--- config.mk ---
export PLATFORM = sky130hd
export DESIGN_NAME = cubic_true_peak_tracker_flat
export DESIGN_NICKNAME = d
export VERILOG_FILES = /design/src/hw/rtl/cubtp_pkg.sv /design/src/hw/rtl/cubtp_sample_if.sv /design/src/hw/rtl/cubtp_peak_if.sv /design/src/hw/rtl/cubtp_ram.sv /design/src/hw/rtl/cubtp_interp.sv /design/src/hw/rtl/cubic_true_peak_tracker.sv /design/src/flat_wrapper.sv
export SDC_FILE = /design/constraint.sdc
export NUM_CORES = 2
export LEC_CHECK = 0
export ABC_AREA = 1
export BUFFER_PORTS_ARGS = -buffer_cell sky130_fd_sc_hd__clkbuf_2
export CORE_ASPECT_RATIO = 0.7
export CORE_MARGIN = 10
export CORE_UTILIZATION = 50
export CTS_CLUSTER_SIZE = 8
export DETAILED_ROUTE_END_ITERATION = 16
export GPL_TIMING_DRIVEN = 0
export PLACE_DENSITY = 0.68
export SLEW_MARGIN = 10
export SYNTH_ARGS = -nofsm -noshare
export SYNTH_HDL_FRONTEND = slang
export SYNTH_SLANG_ARGS = --single-unit
--- constraint.sdc ---
create_clock -name clk -period 11.4 [get_ports clk]
set_clock_uncertainty 0.15 [all_clocks]
set_input_delay 1.14 -clock clk [delete_from_list [all_inputs] [get_ports clk]]
set_output_delay 1.14 -clock clk [all_outputs]
set_load 0.05 [all_outputs]
--- src/hw/rtl/cubtp_pkg.sv ---
`default_nettype none
// ----------------------------------------------------------------------------
// cubtp_pkg
// Shared types and constants of the cubic true-peak tracker.
// ----------------------------------------------------------------------------
package cubtp_pkg;

	typedef logic [2:0]         chan_t;
	typedef logic signed [23:0] sample_t;
	typedef logic [31:0]        peak_t;
	typedef logic [1:0]         fill_t;

	// Cubic coefficients A, B, C in 2^-23 units
	typedef logic signed [27:0] coef_t;
	// Interpolated value in 2^-30 units
	typedef logic signed [35:0] interp_t;

	localparam fill_t FILL_FULL = 2'd3;

	typedef struct packed {
		fill_t   fill;
		sample_t h2;
		sample_t h1;
		sample_t h0;
	} hist_entry_t;

endpackage
`default_nettype wire

--- src/hw/rtl/cubtp_sample_if.sv ---
`default_nettype none
// ----------------------------------------------------------------------------
// cubtp_sample_if
// Sample channel: channel index, sample word and not-finite flag.
// ----------------------------------------------------------------------------
interface cubtp_sample_if;
	logic               valid;
	logic               ready;
	cubtp_pkg::chan_t   chan;
	cubtp_pkg::sample_t sample;
	logic               not_finite;

	modport source (output valid, output chan, output sample, output not_finite,
		input ready);
	modport sink (input valid, input chan, input sample, input not_finite,
		output ready);
endinterface
`default_nettype wire

--- src/hw/rtl/cubtp_peak_if.sv ---
`default_nettype none
// ----------------------------------------------------------------------------
// cubtp_peak_if
// Peak channel: running true-peak magnitude word.
// ----------------------------------------------------------------------------
interface cubtp_peak_if;
	logic             valid;
	logic             ready;
	cubtp_pkg::peak_t peak;

	modport source (output valid, output peak, input ready);
	modport sink (input valid, input peak, output ready);
endinterface
`default_nettype wire

--- src/hw/rtl/cubtp_ram.sv ---
`default_nettype none
// ----------------------------------------------------------------------------
// cubtp_ram
// Generic single-write, single-read RAM with registered read data.
// ----------------------------------------------------------------------------
module cubtp_ram #(
	parameter int WIDTH = 8,
	parameter int DEPTH = 8
) (
	input  wire logic                                   clk,
	input  wire logic                                   we,
	input  wire logic [(DEPTH > 1 ? $clog2(DEPTH) : 1)-1:0] waddr,
	input  wire logic [WIDTH-1:0]                       wdata,
	input  wire logic                                   re,
	input  wire logic [(DEPTH > 1 ? $clog2(DEPTH) : 1)-1:0] raddr,
	output logic      [WIDTH-1:0]                       rdata
);

	logic [WIDTH-1:0] mem [DEPTH];

	always_ff @(posedge clk) begin
		if (we) begin
			mem[waddr] <= wdata;
		end
		if (re) begin
			rdata <= mem[raddr];
		end
	end

endmodule
`default_nettype wire

--- src/hw/rtl/cubtp_interp.sv ---
`default_nettype none
// ----------------------------------------------------------------------------
// cubtp_interp
// Catmull-Rom cubic at t = 1/4, 1/2, 3/4 by shift-add, in 2^-30 units.
// ----------------------------------------------------------------------------
module cubtp_interp (
	input  wire cubtp_pkg::coef_t   a,
	input  wire cubtp_pkg::coef_t   b,
	input  wire cubtp_pkg::coef_t   c,
	input  wire cubtp_pkg::sample_t p1,
	output cubtp_pkg::interp_t      v1,
	output cubtp_pkg::interp_t      v2,
	output cubtp_pkg::interp_t      v3
);
	import cubtp_pkg::*;

	interp_t ae, be, ce, base;

	assign ae   = interp_t'(a);
	assign be   = interp_t'(b);
	assign ce   = interp_t'(c);
	assign base = interp_t'(p1) <<< 7;

	assign v1 = ae + (be <<< 2) + (ce <<< 4) + base;
	assign v2 = (ae <<< 3) + (be <<< 4) + (ce <<< 5) + base;
	assign v3 = (ae <<< 4) + (ae <<< 3) + (ae <<< 1) + ae
		+ (be <<< 5) + (be <<< 2)
		+ (ce <<< 5) + (ce <<< 4) + base;

endmodule
`default_nettype wire

--- src/hw/rtl/cubic_true_peak_tracker.sv ---
`default_nettype none
// ----------------------------------------------------------------------------
// cubic_true_peak_tracker
// Running true-peak meter over interleaved audio with 4x cubic interpolation.
// ----------------------------------------------------------------------------
// Takes one sample word per cycle unless the output stalls and returns one
// peak word per sample. Each channel's last three samples and fill count live
// in one RAM entry, read when the sample is taken and written back as it
// leaves stage 1; a sample for that channel taken during the write gets the
// new entry by forwarding. Entries read as zero until first written. The peak
// is the largest magnitude, in 2^-30 units and saturating at all ones, over
// raw samples and over the cubic between the middle two of a channel's last
// four samples at t = 1/4, 1/2 and 3/4. A channel index at or above CHANNELS
// leaves all state alone and reports the current peak. A not-finite sample
// counts and is stored as zero.
// ----------------------------------------------------------------------------
module cubic_true_peak_tracker #(
	parameter int CHANNELS = 8
) (
	input wire logic   clk,
	input wire logic   arst_n,
	cubtp_sample_if.sink   samples,
	cubtp_peak_if.source   peaks
);
	import cubtp_pkg::*;

	localparam int AW = (CHANNELS > 1) ? $clog2(CHANNELS) : 1;

	function automatic peak_t sat_mag(input interp_t v);
		interp_t m;
		m = v[$bits(interp_t)-1] ? -v : v;
		if (|m[$bits(interp_t)-1:32]) begin
			return '1;
		end
		return m[31:0];
	endfunction

	function automatic peak_t max2(input peak_t x, input peak_t y);
		return (x > y) ? x : y;
	endfunction

	// Stage enables
	logic s1_v, s2_v, s3_v, s4_v, out_v_q;
	logic s1_en, s2_en, s3_en, s4_en, out_en;
	logic acc;

	assign out_en = !out_v_q || peaks.ready;
	assign s4_en  = !s4_v || out_en;
	assign s3_en  = !s3_v || s4_en;
	assign s2_en  = !s2_v || s3_en;
	assign s1_en  = !s1_v || s2_en;
	assign samples.ready = s1_en;
	assign acc    = samples.valid && s1_en;

	// Input decode
	logic [AW-1:0] addr_in;
	logic          range_in;
	sample_t       smp_in;

	assign addr_in  = AW'(samples.chan);
	assign range_in = ({29'd0, samples.chan} < 32'(CHANNELS));
	assign smp_in   = samples.not_finite ? '0 : samples.sample;

	// History RAM and entry valid bits
	logic [CHANNELS-1:0] valid_q;
	hist_entry_t         ram_rdata, entry_s1, new_entry;
	logic                wr_en;
	logic [AW-1:0]       addr_s1;
	logic                range_s1, vld_s1, fwd_s1;
	sample_t             p3_s1;
	hist_entry_t         fwd_data_s1;

	assign wr_en = s1_v && s2_en && range_s1;

	cubtp_ram #(
		.WIDTH($bits(hist_entry_t)),
		.DEPTH(CHANNELS)
	) u_hist_ram (
		.clk   (clk),
		.we    (wr_en),
		.waddr (addr_s1),
		.wdata (new_entry),
		.re    (acc),
		.raddr (addr_in),
		.rdata (ram_rdata)
	);

	always_ff @(posedge clk or negedge arst_n) begin
		if (!arst_n) begin
			valid_q <= '0;
		end else if (wr_en) begin
			valid_q[addr_s1] <= 1'b1;
		end
	end

	// Stage 1: entry read
	always_ff @(posedge clk or negedge arst_n) begin
		if (!arst_n) begin
			s1_v <= 1'b0;
		end else if (s1_en) begin
			s1_v <= samples.valid;
		end
	end

	always_ff @(posedge clk) begin
		if (acc) begin
			addr_s1     <= addr_in;
			range_s1    <= range_in;
			p3_s1       <= smp_in;
			vld_s1      <= range_in && valid_q[addr_in];
			fwd_s1      <= wr_en && (addr_in == addr_s1);
			fwd_data_s1 <= new_entry;
		end
	end

	always_comb begin
		if (fwd_s1) begin
			entry_s1 = fwd_data_s1;
		end else if (vld_s1) begin
			entry_s1 = ram_rdata;
		end else begin
			entry_s1 = '0;
		end
		new_entry.fill = (entry_s1.fill == FILL_FULL) ? FILL_FULL : entry_s1.fill + 2'd1;
		new_entry.h0   = entry_s1.h1;
		new_entry.h1   = entry_s1.h2;
		new_entry.h2   = p3_s1;
	end

	// Coefficients and raw magnitude
	coef_t p0e, p1e, p2e, p3e, a_c, b_c, c_c;
	logic [23:0] abs_s1;

	assign p0e = coef_t'(entry_s1.h0);
	assign p1e = coef_t'(entry_s1.h1);
	assign p2e = coef_t'(entry_s1.h2);
	assign p3e = coef_t'(p3_s1);
	assign a_c = -p0e + (p1e <<< 1) + p1e - (p2e <<< 1) - p2e + p3e;
	assign b_c = (p0e <<< 1) - (p1e <<< 2) - p1e + (p2e <<< 2) - p3e;
	assign c_c = p2e - p0e;
	assign abs_s1 = p3_s1[23] ? 24'(-p3_s1) : 24'(p3_s1);

	coef_t   a_s2, b_s2, c_s2;
	sample_t p1_s2;
	peak_t   raw_s2;
	logic    interp_s2;

	always_ff @(posedge clk or negedge arst_n) begin
		if (!arst_n) begin
			s2_v <= 1'b0;
		end else if (s2_en) begin
			s2_v <= s1_v;
		end
	end

	always_ff @(posedge clk) begin
		if (s1_v && s2_en) begin
			a_s2      <= a_c;
			b_s2      <= b_c;
			c_s2      <= c_c;
			p1_s2     <= entry_s1.h1;
			raw_s2    <= range_s1 ? {1'b0, abs_s1, 7'd0} : '0;
			interp_s2 <= range_s1 && (entry_s1.fill == FILL_FULL);
		end
	end

	// Stage 2: cubic evaluation
	interp_t v1_c, v2_c, v3_c;

	cubtp_interp u_interp (
		.a  (a_s2),
		.b  (b_s2),
		.c  (c_s2),
		.p1 (p1_s2),
		.v1 (v1_c),
		.v2 (v2_c),
		.v3 (v3_c)
	);

	interp_t v1_s3, v2_s3, v3_s3;
	peak_t   raw_s3;
	logic    interp_s3;

	always_ff @(posedge clk or negedge arst_n) begin
		if (!arst_n) begin
			s3_v <= 1'b0;
		end else if (s3_en) begin
			s3_v <= s2_v;
		end
	end

	always_ff @(posedge clk) begin
		if (s2_v && s3_en) begin
			v1_s3     <= v1_c;
			v2_s3     <= v2_c;
			v3_s3     <= v3_c;
			raw_s3    <= raw_s2;
			interp_s3 <= interp_s2;
		end
	end

	// Stage 3: saturate and pair maxima
	peak_t m1_c, m2_c, m3_c;
	peak_t pa_s4, pb_s4;

	assign m1_c = interp_s3 ? sat_mag(v1_s3) : '0;
	assign m2_c = interp_s3 ? sat_mag(v2_s3) : '0;
	assign m3_c = interp_s3 ? sat_mag(v3_s3) : '0;

	always_ff @(posedge clk or negedge arst_n) begin
		if (!arst_n) begin
			s4_v <= 1'b0;
		end else if (s4_en) begin
			s4_v <= s3_v;
		end
	end

	always_ff @(posedge clk) begin
		if (s3_v && s4_en) begin
			pa_s4 <= max2(raw_s3, m1_c);
			pb_s4 <= max2(m2_c, m3_c);
		end
	end

	// Stage 4: fold into the running peak
	peak_t peak_q;

	always_ff @(posedge clk or negedge arst_n) begin
		if (!arst_n) begin
			out_v_q <= 1'b0;
			peak_q  <= '0;
		end else if (out_en) begin
			out_v_q <= s4_v;
			if (s4_v) begin
				peak_q <= max2(peak_q, max2(pa_s4, pb_s4));
			end
		end
	end

	assign peaks.valid = out_v_q;
	assign peaks.peak  = peak_q;

endmodule
`default_nettype wire

--- src/flat_wrapper.sv ---
// flat-port wrapper written by rule: the top's interface ports become plain ports
module cubic_true_peak_tracker_flat import cubtp_pkg::*;
#(
	parameter int CHANNELS = 8
)
  (clk, arst_n, samples_valid, samples_chan, samples_sample, samples_not_finite, samples_ready, peaks_valid, peaks_peak, peaks_ready);
  cubtp_sample_if samples_i ();
  cubtp_peak_if peaks_i ();
  input wire logic clk;
  input wire logic arst_n;
  input wire logic [$bits(samples_i.valid)-1:0] samples_valid;
  input wire logic [$bits(samples_i.chan)-1:0] samples_chan;
  input wire logic [$bits(samples_i.sample)-1:0] samples_sample;
  input wire logic [$bits(samples_i.not_finite)-1:0] samples_not_finite;
  output wire logic [$bits(samples_i.ready)-1:0] samples_ready;
  output wire logic [$bits(peaks_i.valid)-1:0] peaks_valid;
  output wire logic [$bits(peaks_i.peak)-1:0] peaks_peak;
  input wire logic [$bits(peaks_i.ready)-1:0] peaks_ready;
  assign samples_i.valid = samples_valid;
  assign samples_i.chan = samples_chan;
  assign samples_i.sample = samples_sample;
  assign samples_i.not_finite = samples_not_finite;
  assign samples_ready = samples_i.ready;
  assign peaks_valid = peaks_i.valid;
  assign peaks_peak = peaks_i.peak;
  assign peaks_i.ready = peaks_ready;
  cubic_true_peak_tracker #(.CHANNELS(CHANNELS)) u_core (.clk(clk), .arst_n(arst_n), .samples(samples_i), .peaks(peaks_i));
endmodule
== After elaboration in Yosys (flattened, before gate mapping) ==
Memory sizes are Yosys's and may differ from the RTL's. A register that Yosys moved wholly into a read port is not among the register bits.
Cells that the tools add are included.

* Flip-flop bits (word level): 475
* Memory bits (writable): 592
* Input port bits: 32
* Memories: 1

* Add/subtract/negate cells: 30
* Magnitude comparators: 7
* Equal/unequal tests: 2
* Multiplexer cells: 28
* Bitwise gates (word level): 2
* Reduce and logical (&&, ||, !) cells: 20

{| class="wikitable"
|+ Memory list
! memory !! words !! bits a word !! rd ports !! clocked after memory_dff !! wr ports !! line !! RTL
|-
| u_core.u_hist_ram.mem || 8 || 74 || 1 || 1 || 1 || cubtp_ram.sv:19 || <nowiki>logic [WIDTH-1:0] mem [DEPTH];</nowiki>
|}

{| class="wikitable"
|+ Operator list
! kind !! number
|-
| two-way mux 32 bit || 11
|-
| two-way mux 74 bit || 2
|-
| two-way mux 36 bit || 3
|-
| negation 36 bit || 3
|-
| greater-than comparator 32 bit || 3
|-
| adder 36 x 30 -> 36 bit || 2
|-
| adder 32 x 31 -> 33 bit || 2
|-
| adder 28 x 24 -> 28 bit || 2
|-
| subtractor 28 x 24 -> 28 bit || 2
|-
| adder 35 x 33 -> 36 bit || 1
|-
| adder 36 x 29 -> 36 bit || 1
|-
| adder 36 x 31 -> 36 bit || 1
|-
| adder 34 x 28 -> 35 bit || 1
|-
| adder 34 x 31 -> 35 bit || 1
|-
| adder 33 x 29 -> 34 bit || 1
|-
| adder 33 x 30 -> 34 bit || 1
|-
| adder 31 x 32 -> 33 bit || 1
|-
| adder 31 x 29 -> 32 bit || 1
|-
| greater-than comparator 31 x 32 -> 1 bit || 1
|-
| adder 28 x 30 -> 31 bit || 1
|-
| two-way mux 31 bit || 1
|-
| adder 28 x 25 -> 28 bit || 1
|-
| adder 28 x 26 -> 28 bit || 1
|-
| negation 24 -> 28 bit || 1
|-
| other kinds (22) || 44
|}

== Longest topological paths before layout ==
* Word-level depth: 8
* Mapped depth: 31
* Mapped depth without buffers: 29

== By module ==
Synthesis repeated with hierarchy kept, for this count alone.

* Cell total of the unflattened synthesis: 7720
* Area, all modules: 73304.1 um^2

{| class="wikitable"
|+ Modules (own cells, without submodules)
! module !! times used !! cells each !! area each (um^2) !! sequential area each (um^2)
|-
| cubic_true_peak_tracker || 1 || 3197 || 31704.2 || 14038.5
|-
| cubtp_ram || 1 || 2650 || 28040.6 || 19999.2
|-
| cubtp_interp || 1 || 1873 || 13559.3 || 0.0
|}

== Least setup slack after synthesis ==
No wires, ideal clock.

* Path type: input port to flip-flop
* From: input port peaks_ready
* To: memory u_core.u_hist_ram.mem[3][0] in the netlist's numbering, enable pin
* Data arrival time: 11.302 ns
* Required time: 10.743 ns
* Path slack: -0.559 ns
* Stages: 10
* Path buffers: 0
* Cells stage by stage: nor2_1 > inv_1 > nor2_1 > inv_2 > nor2_1 > inv_2 > nor2_1 > nor2_1 > nand2_1 > nor2_1

* Longest elaborated chain between the ends: 7

{| class="wikitable"
|+ RTL lines
! element !! line !! RTL
|-
| start: declaration || flat_wrapper.sv:18 || <nowiki>input wire logic [$bits(peaks_i.ready)-1:0] peaks_ready;</nowiki>
|-
| logical OR 1 bit || cubic_true_peak_tracker.sv:47 || <nowiki>assign out_en = !out_v_q || peaks.ready;</nowiki>
|-
| logical OR 1 bit || cubic_true_peak_tracker.sv:48 || <nowiki>assign s4_en = !s4_v || out_en;</nowiki>
|-
| logical OR 1 bit || cubic_true_peak_tracker.sv:49 || <nowiki>assign s3_en = !s3_v || s4_en;</nowiki>
|-
| logical OR 1 bit || cubic_true_peak_tracker.sv:50 || <nowiki>assign s2_en = !s2_v || s3_en;</nowiki>
|-
| logical AND 1 bit || cubic_true_peak_tracker.sv:73 || <nowiki>assign wr_en = s1_v && s2_en && range_s1;</nowiki>
|-
| named net u_core.u_hist_ram.we || cubtp_ram.sv:11 || <nowiki>input wire logic we,</nowiki>
|-
| two-way mux 1 bit || cubtp_ram.sv:22 || <nowiki>if (we) begin</nowiki>
|-
| two-way mux 1 bit (implied by the code) || cubtp_ram.sv:23 || <nowiki>mem[waddr] <= wdata;</nowiki>
|-
| end: declaration || cubtp_ram.sv:19 ||
|}

The timed path passes the listed nets, and every way through them passes these cells.

==> results.cfg <==
[run_status]
outcome = finished, violations left
violations = capacitance limit

[setup_path]
critPathKind = flip-flop to flip-flop
path_cells = inv_1 > nand2_1 > inv_1 > clkbuf_1 > clkbuf_1 > a22oi_1 > inv_1 > fa_1 > fa_1 > fa_1 > ha_1 > a21oi_1 > o21ai_0 > a21oi_1 > o21ai_0 > a21oi_1 > xnor2_1
cp-end-kind = flip-flop
regToRegSetupSlack_ps = 3540
cp-endpoint = u_core.a_s2[26]$_DFFE_PP_
r2r_end = u_core.a_s2[26]$_DFFE_PP_
crit_path_top_delay_cell = clkbuf_1
cp-startpoint = u_core.fwd_s1$_DFFE_PP_
critPathTopFamily = buffers and inverters
worstReg2RegStart = u_core.fwd_s1$_DFFE_PP_
reg2reg_depth = 17
cp-start-kind = flip-flop
cp_num_buf_inv = 5
slowest_delay_ps = 910
crit_cells = 17
worstPathArrival_ps = 8220
worst_ep_required_time_ps = 11750
cp_max_fo = 11

[grt]
grt-ovfl-total = 0
met3_usage_pct = 17.0
antenna_found_initial = 11
grt-busiest-layer = met1
grt_pass1_vias = 47994
grt_use_met1_pct = 48.8
grt_use_met2_pct = 35.8
grt_max_degree = 67
grt_usage_pct = 31.0
grt_first_pass_wirelength_um = 338000

[clock_tree]
cts_sinks = 1132
cts-root-buf = clkbuf_16
cts_buffer_depth = 3
clk_latency_ps = 820
numCtsBuffers = 162
cts_max_level = 4
postCtsSetupBuffers = 0
clkSlewWorstSetupHoldPaths_ps = 50
postCtsResizedCells = 0
ctsHoldBuffers = 0
cts_tree = yes

[timing]
finalCritPeriodShare_pct = 69.0
period_needed_ps = 7860
fin_ws_ps = 3540
tightestPinTransition_ps = 1470
maxSlewViolCount = 0
rsz0062_at_grt = no
setup_tns_ps = 0
finalHoldViolCount = 0
hold_slack_ps = 239
maxSlewHeadroom_pct = 0.826
setup_viol_count_final = 0
max_freq_mhz = 127

[logic_synthesis]
ys_ff_latch = 1132
async_reset_ff_share_pct = 3.98
yosys.area.top_type = edfxtp_1
synthCells = 6271
syn-num-nets = 7084
synth_area_leaders = edfxtp_1 48%, fa_1 14%, ha_1 6.0%
synth_top_area_share_pct = 48.3
synth.distinct_cells = 58
synth_enable_flop_cells = 1087
synth-main-ff-cell = edfxtp_1
avgSynthCellArea_sq_um = 10.8
synth.yosys.seq_area_share_pct = 50.0
syn_area_sq_um = 67600
synth_warnings = 0

[floorplanning]
rows = 112
dieHeight_um = 328
die_area_sq_um = 150000
coreArea_sq_um = 134000
initial_core_util_pct = 50.5
boundaryPins = 66
die_x_um = 459

[drt]
firstDrtPassIters = 6
drtIter0Drc = 7015
final_antenna_net_count = 0
route.detailed.drc = 0
wl_um = 234000
vias = 49994
via_per_inst = 5.96
routedWlPerCell_um = 27.9

[placed_design]
post-place-ws_ps = 4140
io_buffers = 65
place.gp.congestion = 1.04
detailed_place_hpwl_um = 187000

[finish]
nets = 7357
syn2layout_area_growth_pct = 12.2
layout-drive-gt1-share_pct = 6.43
final_util_pct = 56.7

[min_path]
hold_class = flip-flop to flip-flop

[run]
max-cap-violations = 1
==> flip-flops by register name (all words and copies together) (netlist names), 32 cells and up <==
signal	count
u_core.u_hist_ram.mem	592
u_core.fwd_data_s1	74
u_core.u_hist_ram.rdata	74
u_core.v3_s3	36
u_core.pa_s4	32
u_core.pb_s4	32
u_core.peaks.peak	32
u_core.v1_s3	32
==> metal layers <==
layer | vias to the layer above | share of wire, %
met4 | 2 | 1.9
met3 | 254 | 17
met5 | - | 0.0056
met2 | 2897 | 35
li1 | 22060 | -
met1 | 24781 | 46
==> kinds of logic after synthesis <==
logic type,after synthesis,share of synthesized area [%]
buffers and inverters,805,4.66
XOR/XNOR,238,3.08
AO/OA/AOI/OAI,1071,8.88
adder cells (fa/ha/maj),781,19.5
AND/OR/NAND/NOR,2244,13.8
flip-flops,1132,50.0
==> cell usage in the layout (no fill, tap or decap), types with 14 or more instances in the layout <==
master	count
xnor2_1	59
nor3_1	39
inv_1	587
a31oi_1	91
o211ai_1	14
buf_1	26
ha_1	323
nand3_1	248
o21ai_0	477
a22oi_1	72
nand3b_1	14
o22ai_1	74
nand2_1	920
xor2_1	179
fa_1	458
o21bai_1	14
nor2_2	14
clkbuf_2	65
buf_12	29
a21oi_1	250
nand2_2	33
clkbuf_16	164
a21o_1	20
nor2_1	848
clkbuf_1	190
dfrtp_1	45
buf_2	21
o21ai_1	14
edfxtp_1	1087
nand4_1	69
==> per-stage QoR <==
step / std cells / area [sq um]
4_1_cts: 8376 / 75700
6_report: 8385 / 75800
2_1_floorplan: 6271 / 67600
5_1_grt: 8380 / 75800
3_3_place_gp: 8103 / 70100
3_5_place_dp: 8143 / 71000
==> cells in the mapped netlist (6+ instances only) <==
library cell,number
inv_1,589
nor4_1,13
edfxtp_1,1087
inv_2,7
nor3_1,39
buf_2,21
nor2_1,858
nand3_2,9
nand4_1,69
nand2_2,33
ha_1,323
fa_1,458
xor2_1,179
nor2_2,14
clkbuf_1,144
o21bai_1,14
a21oi_1,250
a31oi_1,91
nand2_1,920
or2_2,9
o21ai_0,477
buf_1,26
o22ai_1,74
o211ai_1,14
xnor2_1,59
o21a_1,7
dfrtp_1,45
a21boi_0,7
nand3b_1,14
a21o_1,20
buf_6,8
nand3_1,248
a22oi_1,72
o21ai_1,14
a221oi_1,6
a211oi_1,8
==> final cells by class <==
cell class	count	area (sq um)
Inverter	599	2250
Fill cell	11400	57900
Buffer	206	902
Antenna cell	5	12.5
Multi-Input combinational cell	4334	30700
Clock buffer	213	4300
Clock inverter	20	362
Tap cell	1767	2210
Timing Repair Buffer	109	1270
Sequential cell	1132	33800
==> worst min path at each step <==
stage,start,end,slack [ps],cells past startpoint
3_5_place_dp,u_core.raw_s2[20]$_DFFE_PP_,u_core.raw_s3[20]$_DFFE_PP_,250,0
5_1_grt,u_core.raw_s2[12]$_DFFE_PP_,u_core.raw_s3[12]$_DFFE_PP_,260,0
3_3_place_gp,u_core.raw_s2[30]$_SDFFCE_PN0P_,u_core.raw_s3[30]$_DFFE_PP_,260,0
2_1_floorplan,u_core.interp_s2$_DFFE_PP_,u_core.interp_s3$_DFFE_PP_,250,0
6_report,u_core.raw_s2[12]$_DFFE_PP_,u_core.raw_s3[12]$_DFFE_PP_,240,0
4_1_cts,u_core.raw_s2[12]$_DFFE_PP_,u_core.raw_s3[12]$_DFFE_PP_,230,0
Power is not shown: default switching activity piles up to over one toggle a cycle in this logic, so the estimate is an artifact.
